--- config.mk ---
export PLATFORM = sky130hd
export DESIGN_NAME = dle_etx_frame_deframer
export DESIGN_NICKNAME = d
export VERILOG_FILES = /design/src/rtl/detx_pkg.sv /design/src/rtl/detx_decode.sv /design/src/rtl/detx_res_fifo.sv /design/src/rtl/dle_etx_frame_deframer.sv
export SDC_FILE = /design/constraint.sdc
export NUM_CORES = 1
export LEC_CHECK = 0
export BUFFER_PORTS_ARGS = -buffer_cell sky130_fd_sc_hd__buf_2
export CAP_MARGIN = 20
export CORE_MARGIN = 2
export CORE_UTILIZATION = 50
export CTS_BUF_LIST = sky130_fd_sc_hd__clkbuf_8 sky130_fd_sc_hd__clkbuf_16
export DETAILED_ROUTE_END_ITERATION = 8
export PLACE_DENSITY = 0.67
export SYNTH_ARGS = -nofsm -noshare
export SYNTH_HDL_FRONTEND = slang
export SYNTH_SLANG_ARGS = --single-unit
--- constraint.sdc ---
create_clock -name clk_i -period 3.6 [get_ports clk_i]
set_input_delay 0.72 -clock clk_i [delete_from_list [all_inputs] [get_ports clk_i]]
set_output_delay 0.72 -clock clk_i [all_outputs]
set_load 0.05 [all_outputs]
--- src/rtl/detx_pkg.sv ---
// shared types, codes and helpers for the dle/etx frame deframer
`timescale 1ns / 1ps

package detx_pkg;

  localparam int unsigned BUFFER_BYTES_DEF = 512;
  localparam int unsigned FIFO_DEPTH       = 4;
  localparam int unsigned CFG_IW           = 2;
  localparam int unsigned CFG_DW           = 64;

  localparam logic [7:0] DLE_CODE = 8'h10;
  localparam logic [7:0] ETX_CODE = 8'h03;

  typedef enum logic [CFG_IW-1:0] {
    CFG_ID_MASK_0_63    = 2'd0,
    CFG_ID_MASK_64_127  = 2'd1,
    CFG_ID_MASK_128_191 = 2'd2,
    CFG_ID_MASK_192_255 = 2'd3
  } cfg_reg_e;

  typedef struct packed {
    logic [7:0] frame_byte;
    logic [9:0] byte_position;
    logic [7:0] frame_tag;
    logic       frame_end;
    logic       frame_abort;
  } detx_result_t;

  typedef struct packed {
    logic not_empty;
    logic room_two;
  } detx_fifo_stat_t;

  function automatic detx_result_t mk_result(logic [7:0] b, logic [9:0] pos, logic [7:0] id,
                                             logic fend, logic fabort);
    detx_result_t r;
    r.frame_byte    = b;
    r.byte_position = pos;
    r.frame_tag     = id;
    r.frame_end     = fend;
    r.frame_abort   = fabort;
    return r;
  endfunction

endpackage

--- src/rtl/detx_decode.sv ---
// per-byte frame decode: next state and up to two results
`timescale 1ns / 1ps

module detx_decode #(
  parameter int unsigned BUFFER_BYTES = detx_pkg::BUFFER_BYTES_DEF,
  parameter int unsigned CW           = $clog2(BUFFER_BYTES + 1)
) (
  input  logic [7:0]                      rx_byte_i,
  input  logic                            id_ok_i,
  input  logic                            in_frame_i,
  input  logic                            dle_pend_i,
  input  logic [CW-1:0]                   pos_i,
  input  logic [7:0]                      fid_i,
  output logic                            in_frame_o,
  output logic                            dle_pend_o,
  output logic [CW-1:0]                   pos_o,
  output logic [7:0]                      fid_o,
  output logic [1:0]                      res_cnt_o,
  output detx_pkg::detx_result_t [1:0]    res_o
);

  import detx_pkg::*;

  localparam logic [CW-1:0] LIM = CW'(BUFFER_BYTES);

  function automatic logic [9:0] pos10(logic [CW-1:0] p);
    logic [CW+9:0] w;
    w = {10'd0, p};
    return w[9:0];
  endfunction

  logic [CW-1:0] pos_inc;
  logic [CW-1:0] pos_inc2;
  logic          full;

  assign pos_inc  = pos_i + CW'(1);
  assign pos_inc2 = pos_i + CW'(2);
  assign full     = in_frame_i && (pos_i >= LIM);

  always_comb begin
    in_frame_o = in_frame_i;
    dle_pend_o = 1'b0;
    pos_o      = pos_i;
    fid_o      = fid_i;
    res_cnt_o  = 2'd0;
    res_o      = '0;
    priority if (dle_pend_i && in_frame_i) begin
      res_o[0] = mk_result(DLE_CODE, pos10(pos_i), fid_i, 1'b0, 1'b0);
      priority if (rx_byte_i == DLE_CODE) begin
        res_cnt_o = 2'd1;
        pos_o     = pos_inc;
      end else if (rx_byte_i == ETX_CODE) begin
        res_o[1]   = mk_result(ETX_CODE, pos10(pos_inc), fid_i, 1'b1, 1'b0);
        res_cnt_o  = 2'd2;
        in_frame_o = 1'b0;
        pos_o      = '0;
        fid_o      = '0;
      end else if (pos_inc >= LIM) begin
        res_o[1]   = mk_result(8'd0, 10'd0, fid_i, 1'b0, 1'b1);
        res_cnt_o  = 2'd2;
        in_frame_o = 1'b0;
        pos_o      = '0;
        fid_o      = '0;
      end else begin
        res_o[1]  = mk_result(rx_byte_i, pos10(pos_inc), fid_i, 1'b0, 1'b0);
        res_cnt_o = 2'd2;
        pos_o     = pos_inc2;
      end
    end else if (dle_pend_i && (rx_byte_i != ETX_CODE) && id_ok_i) begin
      // frame start: leading dle and id together
      res_o[0]   = mk_result(DLE_CODE, 10'd0, rx_byte_i, 1'b0, 1'b0);
      res_o[1]   = mk_result(rx_byte_i, 10'd1, rx_byte_i, 1'b0, 1'b0);
      res_cnt_o  = 2'd2;
      in_frame_o = 1'b1;
      pos_o      = CW'(2);
      fid_o      = rx_byte_i;
    end else begin
      if (full) begin
        res_o[0]   = mk_result(8'd0, 10'd0, fid_i, 1'b0, 1'b1);
        res_cnt_o  = 2'd1;
        in_frame_o = 1'b0;
        pos_o      = '0;
        fid_o      = '0;
      end
      if (rx_byte_i == DLE_CODE) begin
        dle_pend_o = 1'b1;
      end else if (in_frame_i && !full) begin
        res_o[0]  = mk_result(rx_byte_i, pos10(pos_i), fid_i, 1'b0, 1'b0);
        res_cnt_o = 2'd1;
        pos_o     = pos_inc;
      end
    end
  end

endmodule

--- src/rtl/detx_res_fifo.sv ---
// result queue: takes up to two results a cycle, hands out one
`timescale 1ns / 1ps

module detx_res_fifo (
  input  logic                            clk_i,
  input  logic                            rst_ni,
  input  logic [1:0]                      push_cnt_i,
  input  detx_pkg::detx_result_t [1:0]    push_data_i,
  input  logic                            pop_i,
  output detx_pkg::detx_result_t          head_o,
  output detx_pkg::detx_fifo_stat_t       stat_o
);

  import detx_pkg::*;

  localparam int unsigned AW = $clog2(FIFO_DEPTH);
  localparam int unsigned NW = $clog2(FIFO_DEPTH + 1);

  detx_result_t mem_q [FIFO_DEPTH];
  logic [AW-1:0] wr_ptr_q, wr_ptr_d;
  logic [AW-1:0] rd_ptr_q, rd_ptr_d;
  logic [NW-1:0] count_q, count_d;
  logic [AW-1:0] wr_ptr_nx1;

  assign wr_ptr_nx1 = wr_ptr_q + AW'(1);

  always_comb begin
    wr_ptr_d = wr_ptr_q + AW'(push_cnt_i);
    rd_ptr_d = pop_i ? rd_ptr_q + AW'(1) : rd_ptr_q;
    count_d  = count_q + NW'(push_cnt_i) - NW'(pop_i);
  end

  always_ff @(posedge clk_i or negedge rst_ni) begin
    if (!rst_ni) begin
      wr_ptr_q <= '0;
      rd_ptr_q <= '0;
      count_q  <= '0;
    end else begin
      wr_ptr_q <= wr_ptr_d;
      rd_ptr_q <= rd_ptr_d;
      count_q  <= count_d;
    end
  end

  always_ff @(posedge clk_i) begin
    if (push_cnt_i != 2'd0) begin
      mem_q[wr_ptr_q] <= push_data_i[0];
    end
    if (push_cnt_i == 2'd2) begin
      mem_q[wr_ptr_nx1] <= push_data_i[1];
    end
  end

  assign head_o           = mem_q[rd_ptr_q];
  assign stat_o.not_empty = (count_q != '0);
  assign stat_o.room_two  = (count_q <= NW'(FIFO_DEPTH - 2));

endmodule

--- src/rtl/dle_etx_frame_deframer.sv ---
// dle/etx byte-stuffing deframer top level
//
// channel   direction  handshake                 payload
// in        input      in_valid_i / in_stall_o   rx_byte_i
// out       output     out_valid_o / out_stall_i frame_byte_o, byte_position_o,
//                                                frame_tag_o, frame_end_o, frame_abort_o
// cfg       input      cfg_we_i                  cfg_index_i, cfg_data_i
//
// one received byte per cycle unless stalled; the decode is a single pass over the frame
// state; a byte yields zero, one or two results into a four-entry result queue that
// drains at most one transaction per cycle, so two-result bytes cost the queue a slot
// in_stall_o rises while the queue holds fewer than two free entries
// reset: hunting for a frame start, every message id accepted, queue empty
`timescale 1ns / 1ps

module dle_etx_frame_deframer #(
  parameter int unsigned BUFFER_BYTES = detx_pkg::BUFFER_BYTES_DEF
) (
  input  logic                          clk_i,
  input  logic                          rst_ni,
  input  logic                          in_valid_i,
  output logic                          in_stall_o,
  input  logic [7:0]                    rx_byte_i,
  output logic                          out_valid_o,
  input  logic                          out_stall_i,
  output logic [7:0]                    frame_byte_o,
  output logic [9:0]                    byte_position_o,
  output logic [7:0]                    frame_tag_o,
  output logic                          frame_end_o,
  output logic                          frame_abort_o,
  input  logic                          cfg_we_i,
  input  logic [detx_pkg::CFG_IW-1:0]   cfg_index_i,
  input  logic [detx_pkg::CFG_DW-1:0]   cfg_data_i
);

  import detx_pkg::*;

  localparam int unsigned CW = $clog2(BUFFER_BYTES + 1);
  localparam logic [CW-1:0] LIM = CW'(BUFFER_BYTES);

  logic [3:0][CFG_DW-1:0] id_mask_q;
  logic [255:0]           id_flat;
  logic                   in_frame_q, in_frame_d, in_frame_nx;
  logic                   dle_pend_q, dle_pend_d, dle_pend_nx;
  logic [CW-1:0]          pos_q, pos_d, pos_nx;
  logic [7:0]             fid_q, fid_d, fid_nx;
  logic [1:0]             res_cnt;
  detx_result_t [1:0]     res;
  detx_result_t           head;
  detx_fifo_stat_t        fifo_stat;
  logic                   in_acc;
  logic                   out_acc;

  assign id_flat    = id_mask_q;
  assign in_stall_o = !fifo_stat.room_two;
  assign in_acc     = in_valid_i && !in_stall_o;
  assign out_acc    = out_valid_o && !out_stall_i;

  always_ff @(posedge clk_i or negedge rst_ni) begin
    if (!rst_ni) begin
      id_mask_q <= '1;
    end else if (cfg_we_i) begin
      unique case (cfg_reg_e'(cfg_index_i))
        CFG_ID_MASK_0_63:    id_mask_q[0] <= cfg_data_i;
        CFG_ID_MASK_64_127:  id_mask_q[1] <= cfg_data_i;
        CFG_ID_MASK_128_191: id_mask_q[2] <= cfg_data_i;
        CFG_ID_MASK_192_255: id_mask_q[3] <= cfg_data_i;
      endcase
    end
  end

  detx_decode #(
    .BUFFER_BYTES(BUFFER_BYTES),
    .CW          (CW)
  ) u_decode (
    .rx_byte_i (rx_byte_i),
    .id_ok_i   (id_flat[rx_byte_i]),
    .in_frame_i(in_frame_q),
    .dle_pend_i(dle_pend_q),
    .pos_i     (pos_q),
    .fid_i     (fid_q),
    .in_frame_o(in_frame_nx),
    .dle_pend_o(dle_pend_nx),
    .pos_o     (pos_nx),
    .fid_o     (fid_nx),
    .res_cnt_o (res_cnt),
    .res_o     (res)
  );

  always_comb begin
    in_frame_d = in_acc ? in_frame_nx : in_frame_q;
    dle_pend_d = in_acc ? dle_pend_nx : dle_pend_q;
    pos_d      = in_acc ? pos_nx : pos_q;
    fid_d      = in_acc ? fid_nx : fid_q;
  end

  always_ff @(posedge clk_i or negedge rst_ni) begin
    if (!rst_ni) begin
      in_frame_q <= 1'b0;
      dle_pend_q <= 1'b0;
      pos_q      <= '0;
      fid_q      <= '0;
    end else begin
      in_frame_q <= in_frame_d;
      dle_pend_q <= dle_pend_d;
      pos_q      <= pos_d;
      fid_q      <= fid_d;
    end
  end

  detx_res_fifo u_res_fifo (
    .clk_i      (clk_i),
    .rst_ni     (rst_ni),
    .push_cnt_i (in_acc ? res_cnt : 2'd0),
    .push_data_i(res),
    .pop_i      (out_acc),
    .head_o     (head),
    .stat_o     (fifo_stat)
  );

  assign out_valid_o     = fifo_stat.not_empty;
  assign frame_byte_o    = head.frame_byte;
  assign byte_position_o = head.byte_position;
  assign frame_tag_o     = head.frame_tag;
  assign frame_end_o     = head.frame_end;
  assign frame_abort_o   = head.frame_abort;

`ifndef SYNTHESIS
  a_frame_pos_range: assert property (@(posedge clk_i) disable iff (!rst_ni)
    in_frame_q |-> (pos_q >= CW'(2) && pos_q <= LIM))
    else $error("frame position out of range");

  a_pend_below_limit: assert property (@(posedge clk_i) disable iff (!rst_ni)
    (in_frame_q && dle_pend_q) |-> (pos_q < LIM))
    else $error("pending dle at buffer limit");

  a_hunt_clean: assert property (@(posedge clk_i) disable iff (!rst_ni)
    !in_frame_q |-> (pos_q == '0 && fid_q == '0))
    else $error("stale frame state while hunting");
`endif

endmodule
==> impl_metrics.csv <==
group,metric,value,unit
run_status,outcome,"complete, no violations",
clock_tree,cts_sinks,395,
global_routing,grt_pass1_vias,12900,
final_layout,drive_gt1_share,56.5,%
global_routing,grt_pass1_wl,75400,um
sta,fin_setup_tns,0,ns
setup_path,crit_type,"in -> reg",
sta,max_freq,287,MHz
setup_path,crit_required,4.04,ns
setup_path,worstPathArrival,3.92,ns
routing,routed_wl,47600,um
floorplan,initial_core_util,50.7,%
clock_tree,numCtsBuffers,43,
placement,gp_congestion,0.903,
routing,via_per_inst,5.92,
synth,postSynth.asyncResetShare,71.6,%
pwr,irDropWorstVdd,0.556,mV
setup_path,critPathSlowestCell,"mux4_1",
sta,grt_setup_unrepaired,"false",
clock_tree,cts-root-buf,"clkbuf_16",
clock_tree,cts_setup_buffers,0,
clock_tree,path_clk_slew,0.06,ns
synth,synth_nets,1471,
setup_path,cp_common_cell,"buf_4",
synth,ys_ff_latch,395,
global_routing,antenna_found_initial,1,
routing,postRouteAntennaNets,0,
setup_path,crit_path_end_kind,"flop",
pwr,p_per_area,559,nW/um^2
floorplan,core,38700,um^2
sta,hold_ws,0.220,ns
clock_tree,cts_buffer_depth,3,
routing,firstDrtPassIters,5,
setup_path,cp_max_fo,14,
routing,wl_per_cell,22.6,um
sta,worst_pin_slew,0.919,ns
setup_path,cpPeakStageDelay,0.58,ns
pwr,power_leakage,0.00917,uW
sta,min_period,3.48,ns
floorplan,die_x,202,um
final_layout,antenna_cells,0,
flow_run,maxCapViolCount,0,
sta,hold_viol,0,
floorplan,ioPinCount,109,
placement,hpwl,33700,um
global_routing,globalRouteTotalUtil,23.7,%
routing,vias,12500,
sta,slew_violations,0,
setup_path,start_kind,"input port",
synth,synth_edf_count,112,
synth,syn_area,19600,um^2
global_routing,grt_max_degree,90,
setup_path,crit_chain,"buf_4 -> buf_4 -> mux4_1 -> mux2i_1 -> nand2_1 -> nand4b_1 -> a41oi_2 -> o211ai_2 -> a21oi_2 -> inv_1 -> ha_1 -> fa_1 -> xor2_1 -> xnor2_1",
routing,drtIter0Drc,901,
sta,fin_skew,0.0178,ns
synth,syn_inst,1384,
synth,syn_area_per_cell,14.2,um^2
placement,portBuffers,108,
synth,yosysSeqAreaShare,54.9,%
worst_hold_path,worstHoldPathType,"in -> async",
sta,setup_viol,0,
final_layout,nNetsFinal,1640,
routing,drc_errors,0,
final_layout,syn_to_final_growth,16.9,%
floorplan,fp.dieH,202,um
synth,synthFlopType,"dfstp_2",
global_routing,grt-ovfl-total,0,
synth,synth_cell_type_count,71,
final_layout,fill_cells,3106,
clock_tree,clock_latency,0.57,ns
sta,maxSlewHeadroom,38.7,%
clock_tree,tritoncts,"done",
sta,period_share,96.6,%
floorplan,dieArea,40900,um^2
clock_tree,htreeDepth,2,
synth,yosys_warnings,0,
placement,placed_cell_area,21400,um^2
floorplan,rows,72,
final_layout,finalInstanceArea,22900,um^2
-- registers in the layout, summed over array words and instances (netlist names) --
| signal | count |
|---|---|
| id_flat | 256 |
| u_res_fifo.mem_q | 112 |
| pos_q | 10 |
| fid_q | 8 |
| u_res_fifo.count_q | 3 |
| u_res_fifo.rd_ptr_q | 2 |
| u_res_fifo.wr_ptr_q | 2 |
| dle_pend_q | 1 |
| in_frame_q | 1 |
-- timing repair --
item | in CTS | in global routing
gates resized for setup | 0 | 2
hold buffers | 0 | 0
endpoints found under the setup margin | 0 | 113
-- per-layer routing --
layer	share of wire (%)	up-vias	global-route usage, %
li1	-	5636	-
met1	43	6382	32.1
met2	49	366	39.7
met3	5.4	74	4.48
met4	2.0	2	5.81
met5	0.034	-	0
-- final timing paths --
kind                                        start  depth (start not counted)                     end  slack, ns
max in group asynchronous                  rst_ni                          2            id_flat[119]       2.49
max reg2reg                          id_flat[235]                         12   u_res_fifo.count_q[2]       0.20
min reg2reg                u_res_fifo.rd_ptr_q[1]                          1  u_res_fifo.rd_ptr_q[1]       0.47
max                                  rx_byte_i[0]                         14   u_res_fifo.count_q[2]       0.12
min in group clk_i                 cfg_data_i[29]                          2             id_flat[93]       0.43
min                                        rst_ni                          1   u_res_fifo.count_q[1]       0.22
-- layout by cell type (no fill, tap or decap), types with 25 or more instances in the layout --
cell / Yosys / final
clkbuf_16: 0 / 46
edfxtp_1: 112 / 112
buf_4: 5 / 106
mux2_2: 265 / 265
a21oi_1: 37 / 36
nand2_1: 90 / 90
inv_1: 24 / 32
nor2_1: 41 / 41
mux4_2: 51 / 51
o21ai_0: 40 / 39
buf_2: 13 / 106
mux4_1: 25 / 25
dfstp_2: 256 / 256
mux2i_1: 59 / 59
dfrtp_1: 27 / 26
-- cells by family after synthesis --
| logic type | after synthesis | synth area share, % |
|---|---|---|
| fa+ha+maj | 8 | 0.548 |
| simple gates | 227 | 5.65 |
| mux | 400 | 27.4 |
| xor+xnor | 9 | 0.402 |
| flops | 395 | 54.9 |
| buf+inv | 129 | 3.29 |
| compound gates | 216 | 7.84 |
-- worst max-delay path: cells and delay by family --
family	cells	cell delay, ns
simple gates	2	0.24
xor+xnor	2	0.29
buf+inv	3	0.58
mux	2	0.79
compound gates	3	0.62
fa+ha+maj	2	0.67
-- final cells by class --
class	count	area [um^2]	area share, %
sequential	395	10800	46.9
multi-input combinational	860	8280	36.1
timing repair buffer	229	1660	7.24
clock buffer	57	1300	5.68
tap	518	648	2.82
clock inverter	23	196	0.856
inverter	24	90.1	0.393
-- power breakdown --
part	switching, uW	internal, uW
clock network	1810	2760
logic	1150	1140
registers	376	5590
total	3340	9480
-- cells in the mapped netlist (11+ instances only) --
library cell,number,share of area (%)
mux2i_1,59,3.0
inv_1,24,0.46
clkbuf_1,70,1.3
nand3_1,17,0.43
buf_2,13,0.33
o21ai_0,40,1.0
mux4_2,51,5.9
edfxtp_1,112,17
a22o_1,18,0.80
a21oi_1,37,0.94
nor2_1,41,0.78
nand4_1,11,0.35
a22oi_1,19,0.73
dfstp_2,256,34
dfrtp_1,27,3.4
mux2_2,265,15
a31oi_1,24,0.76
nand2_1,90,1.7
mux4_1,25,3.3
o211a_1,15,0.76
-- through the flow --
stage | power [uW] | utilization (%) | worst slack (ns) | std cells
floorplan | 7530 | - | -0.145 | 1384
global placement | 8270 | 55.3 | -0.410 | 2026
detailed placement | 8340 | 55.3 | -0.480 | 2026
CTS | 13000 | 59.2 | 0.0827 | 2106
global route | 13400 | 59.2 | 0.0171 | 2106
finish | 12800 | 59.2 | 0.121 | 2106
No activity file was read; power rests on OpenSTA's default activity.
